$ cat src/rtl/mrq_pkg.sv
// Package for the message ring queue: sizes, codes, shared types and helpers.
// No dependencies; every other file of the block refers to it by scoped names.
`timescale 1ns / 1ps

package mrq_pkg;

   // Queue sizing
   localparam int SLOTS   = 16;
   localparam int MAX_LEN = 256;
   localparam int RING    = SLOTS + 1;

   // Derived widths
   localparam int SLOT_W = $clog2(RING);
   localparam int CNT_W  = $clog2(SLOTS + 1);
   localparam int LEN_W  = $clog2(MAX_LEN + 1);
   localparam int POS_W  = (MAX_LEN > 1) ? $clog2(MAX_LEN) : 1;
   localparam int ADDR_W = $clog2(RING * MAX_LEN);
   localparam int CAP_W  = 9;
   localparam int CMP_W  = (LEN_W > CAP_W) ? LEN_W : CAP_W;

   // Depth of the queue between front and back end
   localparam int QUEUE_DEPTH = 2;
   localparam int QPTR_W      = (QUEUE_DEPTH > 1) ? $clog2(QUEUE_DEPTH) : 1;
   localparam int QFILL_W     = $clog2(QUEUE_DEPTH + 1);

   typedef logic [1:0]        command_type;
   typedef logic [2:0]        status_type;
   typedef logic [7:0]        byte_type;
   typedef logic [CAP_W-1:0]  mlen_type;
   typedef logic [4:0]        qcount_type;
   typedef logic [SLOT_W-1:0] slot_type;
   typedef logic [CNT_W-1:0]  count_type;
   typedef logic [LEN_W-1:0]  len_type;
   typedef logic [POS_W-1:0]  pos_type;
   typedef logic [ADDR_W-1:0] addr_type;

   // Commands
   localparam command_type CMD_CLEAR = 2'd0;
   localparam command_type CMD_PUSH  = 2'd1;
   localparam command_type CMD_POP   = 2'd2;
   localparam command_type CMD_QUERY = 2'd3;

   // Result status codes
   localparam status_type STATUS_OK        = 3'd0;
   localparam status_type STATUS_COMMITTED = 3'd1;
   localparam status_type STATUS_TOO_LONG  = 3'd2;
   localparam status_type STATUS_EMPTY     = 3'd3;
   localparam status_type STATUS_TOO_SMALL = 3'd4;

   // One classified transaction, as handed from the front end to the back end
   typedef struct packed {
      logic       mem_wr;
      logic       mem_rd;
      addr_type   addr;
      byte_type   wdata;
      status_type status;
      logic       last;
      mlen_type   mlen;
      qcount_type qcount;
   } queue_entry_type;

   function automatic slot_type ring_next(input slot_type s);
      if (s == slot_type'(RING - 1)) begin
         return '0;
      end
      return s + slot_type'(1);
   endfunction

   function automatic addr_type slot_addr(input slot_type s, input pos_type p);
      return addr_type'(s) * addr_type'(MAX_LEN) + addr_type'(p);
   endfunction

endpackage

$ cat src/rtl/mrq_fifo.sv
// Short queue of classified transactions between the front and back ends.
// Depends on mrq_pkg.
`timescale 1ns / 1ps

module mrq_fifo (
   input  logic                     clock,
   input  logic                     reset,
   input  logic                     push,
   output logic                     push_ready,
   input  mrq_pkg::queue_entry_type push_entry,
   output logic                     pop_valid,
   input  logic                     pop_ready,
   output mrq_pkg::queue_entry_type pop_entry
);

   mrq_pkg::queue_entry_type entry_ff [mrq_pkg::QUEUE_DEPTH];
   logic [mrq_pkg::QPTR_W-1:0]  wr_ptr_ff, wr_ptr_in;
   logic [mrq_pkg::QPTR_W-1:0]  rd_ptr_ff, rd_ptr_in;
   logic [mrq_pkg::QFILL_W-1:0] fill_ff, fill_in;
   logic                        do_pop;

   assign push_ready = (fill_ff != mrq_pkg::QFILL_W'(mrq_pkg::QUEUE_DEPTH));
   assign pop_valid  = (fill_ff != '0);
   assign pop_entry  = entry_ff[rd_ptr_ff];
   assign do_pop     = pop_valid && pop_ready;

   always_comb begin
      wr_ptr_in = wr_ptr_ff;
      rd_ptr_in = rd_ptr_ff;
      fill_in   = fill_ff;
      if (push) begin
         wr_ptr_in = (wr_ptr_ff == mrq_pkg::QPTR_W'(mrq_pkg::QUEUE_DEPTH - 1)) ?
                     '0 : wr_ptr_ff + mrq_pkg::QPTR_W'(1);
      end
      if (do_pop) begin
         rd_ptr_in = (rd_ptr_ff == mrq_pkg::QPTR_W'(mrq_pkg::QUEUE_DEPTH - 1)) ?
                     '0 : rd_ptr_ff + mrq_pkg::QPTR_W'(1);
      end
      if (push && !do_pop) begin
         fill_in = fill_ff + mrq_pkg::QFILL_W'(1);
      end else if (do_pop && !push) begin
         fill_in = fill_ff - mrq_pkg::QFILL_W'(1);
      end
   end

   always_ff @(posedge clock) begin
      if (reset) begin
         wr_ptr_ff <= '0;
         rd_ptr_ff <= '0;
         fill_ff   <= '0;
      end else begin
         wr_ptr_ff <= wr_ptr_in;
         rd_ptr_ff <= rd_ptr_in;
         fill_ff   <= fill_in;
      end
   end

   always_ff @(posedge clock) begin
      if (push) begin
         entry_ff[wr_ptr_ff] <= push_entry;
      end
   end

endmodule

$ cat config.mk
export PLATFORM = sky130hd
export DESIGN_NAME = mrq_fifo
export DESIGN_NICKNAME = d
export VERILOG_FILES = /design/src/rtl/mrq_pkg.sv /design/src/rtl/mrq_fifo.sv
export SDC_FILE = /design/constraint.sdc
export NUM_CORES = 1
export LEC_CHECK = 0
export BUFFER_PORTS_ARGS = -buffer_cell sky130_fd_sc_hd__clkbuf_2
export CAP_MARGIN = 10
export CORE_ASPECT_RATIO = 1.2
export CORE_UTILIZATION = 55
export DETAILED_ROUTE_END_ITERATION = 8
export GPL_ROUTABILITY_DRIVEN = 0
export HOLD_SLACK_MARGIN = 0.05
export PLACE_DENSITY = 0.83
export SLEW_MARGIN = 30
export SYNTH_ARGS = -nofsm -noshare
export SYNTH_HDL_FRONTEND = slang
export SYNTH_SLANG_ARGS = --single-unit
$ cat constraint.sdc
create_clock -name clock -period 5.8 [get_ports clock]
set_input_delay 0.29 -clock clock [delete_from_list [all_inputs] [get_ports clock]]
set_output_delay 0.29 -clock clock [all_outputs]
set_load 0.01 [all_outputs]
Word level (Yosys, flattened, before mapping)
Memories as Yosys holds them, arrays and structs flattened. A register that Yosys moved wholly into a read port is not among the register bits.
Index checks and enable logic that the tools add are counted.

storage, ports and cells
  logic and storage cells = 24
  memories kept = 1
  output and inout port bits = 43
  bits of input ports = 45
  flip-flop bits (word level) = 4
  RAM bits = 82

memories
  memory    depth  bits a word  rd ports  clocked after memory_dff  write ports  RTL line        RTL
  entry_ff  2      41           1         1                         1            mrq_fifo.sv:16  mrq_pkg::queue_entry_type entry_ff [mrq_pkg::QUEUE_DEPTH];

operators by class
  add/subtract/negate cells = 4
  equality and inequality tests = 1
  multiplexer cells = 8
  reduce and logical (&&, ||, !) cells = 7

operator list
  kind                                                                number
  1-bit two-way mux                                                   6
  2-bit two-way mux                                                   2
  2-bit nonzero test                                                  2
  1-bit logical AND                                                   3
  1-bit adder, second input constant                                  2
  2-bit by 1-bit adder with 2-bit output, second input constant       1
  1-bit zero test                                                     2
  2-bit inequality test, second input constant                        1
  2-bit by 1-bit subtractor with 2-bit output, second input constant  1

Longest topological paths before layout
  depth after elaboration = 5
  depth in mapped cells = 5
  depth with buffers taken out = 5

Worst setup path after synthesis
OpenSTA, ideal clock, no wires.

  path type = register -> register
  from = reg wr_ptr_ff
  to = mem entry_ff[0][0] (netlist bit) (enable)
  cell stages (with the launch flop) = 2
  clock period less this slack = 2607 ps
  setup slack = 3193 ps
  required time = 5356 ps
  library setup time = 444 ps
  path buffers = 0
  arrival = 2163 ps
  cells stage by stage = dfxtp_1 -> nor2b_1

RTL lines
  element                 RTL line        RTL
  from (decl)             mrq_fifo.sv:17  logic [mrq_pkg::QPTR_W-1:0] wr_ptr_ff, wr_ptr_in;
  from (signal assigned)  mrq_fifo.sv:52  wr_ptr_ff <= wr_ptr_in;
  to (decl)               mrq_fifo.sv:16

No word-level cell before the write port.

==> impl_metrics.ini <==
[global_route]
globalRouteOverflowTotal = 0
grt_pass1_vias = 1633
grt_use_total_pct = 17.5
antenna_found_initial = 0
grt_max_degree = 42
grt_pass1_wl_um = 7590

[setup_path]
setup.worst_path.start_class = register
r2r_setup_slack_ps = 4170
cp.arrival_ps = 1590
cp_data_required_time_ps = 5510
worstSetupPathType = register to primary output
cp_max_fo = 41
cp-end-kind = primary output

[placed_design]
port_buffers = 87
placed_area_um2 = 3660
hpwl_um = 3260

[timing]
hold_violations = 0
rsz0062_at_grt = no
finalMaxSlewViolations = 0
relSlewSlack_pct = 62.8
fmax_mhz = 531
final.setup.tns_ps = 0
period_share_pct = 32.5
finalSetupViolations = 0
worst_pin_slew_ps = 557
finalClockSkew_ps = 7.97
post-route-min-period_ps = 1880

[floorplan]
ios = 88
die_w_um = 71.2
rows = 29
core_um2 = 5410
die_h_um = 85.0
start_util_pct = 58.4
dieArea_um2 = 6050

[finish]
antenna_cells = 0
final_cell_area_um2 = 3860
drive_above_1_share_pct = 58.6
layout.nets = 290
syn_to_final_growth_pct = 22.3
postLayoutCoreUtil_pct = 71.5

[yosys]
synth_area_um2 = 3160
synth_compound_area_share_pct = 0.475
synth_top_area_share_pct = 78.0
synth_area_leaders = edfxtp_1 (78%), mux2_2 (14%), dfxtp_1 (3.2%)
synth.area.mux_share_pct = 14.6
ys_warn_count = 0
synth_top_cell_by_area = edfxtp_1
yosysUniqueCellTypes = 16
synth_xor_area_share_pct = 1.11
syn_area_per_cell_um2 = 21.1
synth_top_family_by_area = multiplexers
synth-simple-area-share_pct = 1.47
synth.ff_latch_count = 87
ys_seq_area_share_pct = 81.1
synthesis.nets = 196
synthCells = 150
synthAdderAreaFrac_pct = 0.396

[clocking]
root_buffer = clkbuf_8
clock-sinks = 87
cts-buffers-inserted = 9
cts_tree = done
clockBufferDepth = 2
htreeDepth = 3
clkLatencyLatePin_ps = 340
cts_hold_buffers = 0
cts.clk_slew.worst_paths_ps = 90
post_cts.repair.setup_buffers = 0
cts_resized = 0

[route]
wl_per_cell_um = 16.2
dr.first_iter.drc_count = 67
totalWireLength_um = 5040
ant_nets = 0
dr_total_vias = 1612
first_pass_iters = 7
drc = 8
via_per_inst = 5.18

[hold_path]
min_path_type = input port to register

[status]
violations = DRC
status = complete, but fails checks

[power]
vdd_ir_drop_max_uv = 290
power_uw = 1530
p_leak_uw = 0.00148
p_per_area_nw_per_um2 = 396

[run]
cap_viol_max_count = 0
Yosys cell counts:
cell type,number
dfxtp_1,5
nor2_1,4
o21ai_0,2
a21oi_1,1
nand2b_1,1
and2_1,1
buf_2,5
or3_1,1
ha_1,1
edfxtp_1,82
mux2_2,38
xor2_1,3
nor2b_1,1
or2_2,1
xnor2_1,1
mux2_1,3
critical path, stage by stage, from the launching register on:
cell and delay, ps:
dfxtp_4 710, mux2_2 410, clkbuf_2 130
layout by cell type, fill, tap and decap left out, drive strengths merged:
| cell | instances |
|---|---|
| a21oi | 1 |
| edfxtp | 82 |
| mux2 | 41 |
| nand2b | 1 |
| or3 | 1 |
| clkinvlp | 2 |
| or2 | 1 |
| xor2 | 3 |
| nor2 | 4 |
| bufinv | 1 |
| clkinv | 3 |
| clkbuf | 96 |
| inv | 1 |
| buf | 1 |
| xnor2 | 1 |
| o21ai | 2 |
| nor2b | 1 |
| ha | 1 |
| dfxtp | 5 |
| and2 | 1 |
flip-flops by register name (all words and copies together), names as in the netlist, named ones only:
register and flops:
entry_ff 82, fill_ff 2, rd_ptr_ff 1, wr_ptr_ff 1
stage by stage:
step,std cells,setup WS [ps],hold WS (ps)
after global placement,295,3950,479
final,311,3920,126
after CTS,311,3570,120
after global routing,311,3820,117
after detailed placement,295,3970,482
after floorplan,150,3190,359
area by class of cell:
type | instances | area, um2
tap | 62 | 77.6
multi-input combinational | 58 | 581
sequential | 87 | 2570
timing repair buffer | 88 | 443
clock inverter | 7 | 72.6
clock buffer | 9 | 124
fill | 357 | 1540
per-layer routing:
metal,global-route usage (%),share of wire (%)
met5,0,0
met4,8.55,1.3
met3,5.46,5.2
met2,30.0,53
met1,19.7,40
kinds of logic (layout without fill, tap and decap cells):
kind of cell / after synthesis / in the layout
adders and majority gates: 1 / 1
and+or+nand+nor: 9 / 9
xor gates and xnor gates: 4 / 4
DFF: 87 / 87
buffers and inverters: 5 / 104
muxes: 41 / 41
AOI/OAI and AO/OA: 3 / 3
where the power goes:
| group | switching, uW | leakage [uW] | total, uW | internal (uW) |
|---|---|---|---|---|
| Sequential | 63.6 | 0.000812 | 805 | 742 |
| Combinational | 140 | 0.000571 | 317 | 177 |
| Clock | 208 | 0.0000956 | 407 | 200 |
path summary, 6_finish.rpt:
check | from | endpoint | depth (start not counted)
max | register | pop_entry[20] | 2
min | push_entry[15] | entry_ff[0][15] | 1
max reg2reg | fill_ff[0] | fill_ff[1] | 4
min reg2reg | rd_ptr_ff | rd_ptr_ff | 2
No activity file was read; power rests on OpenSTA's default activity.
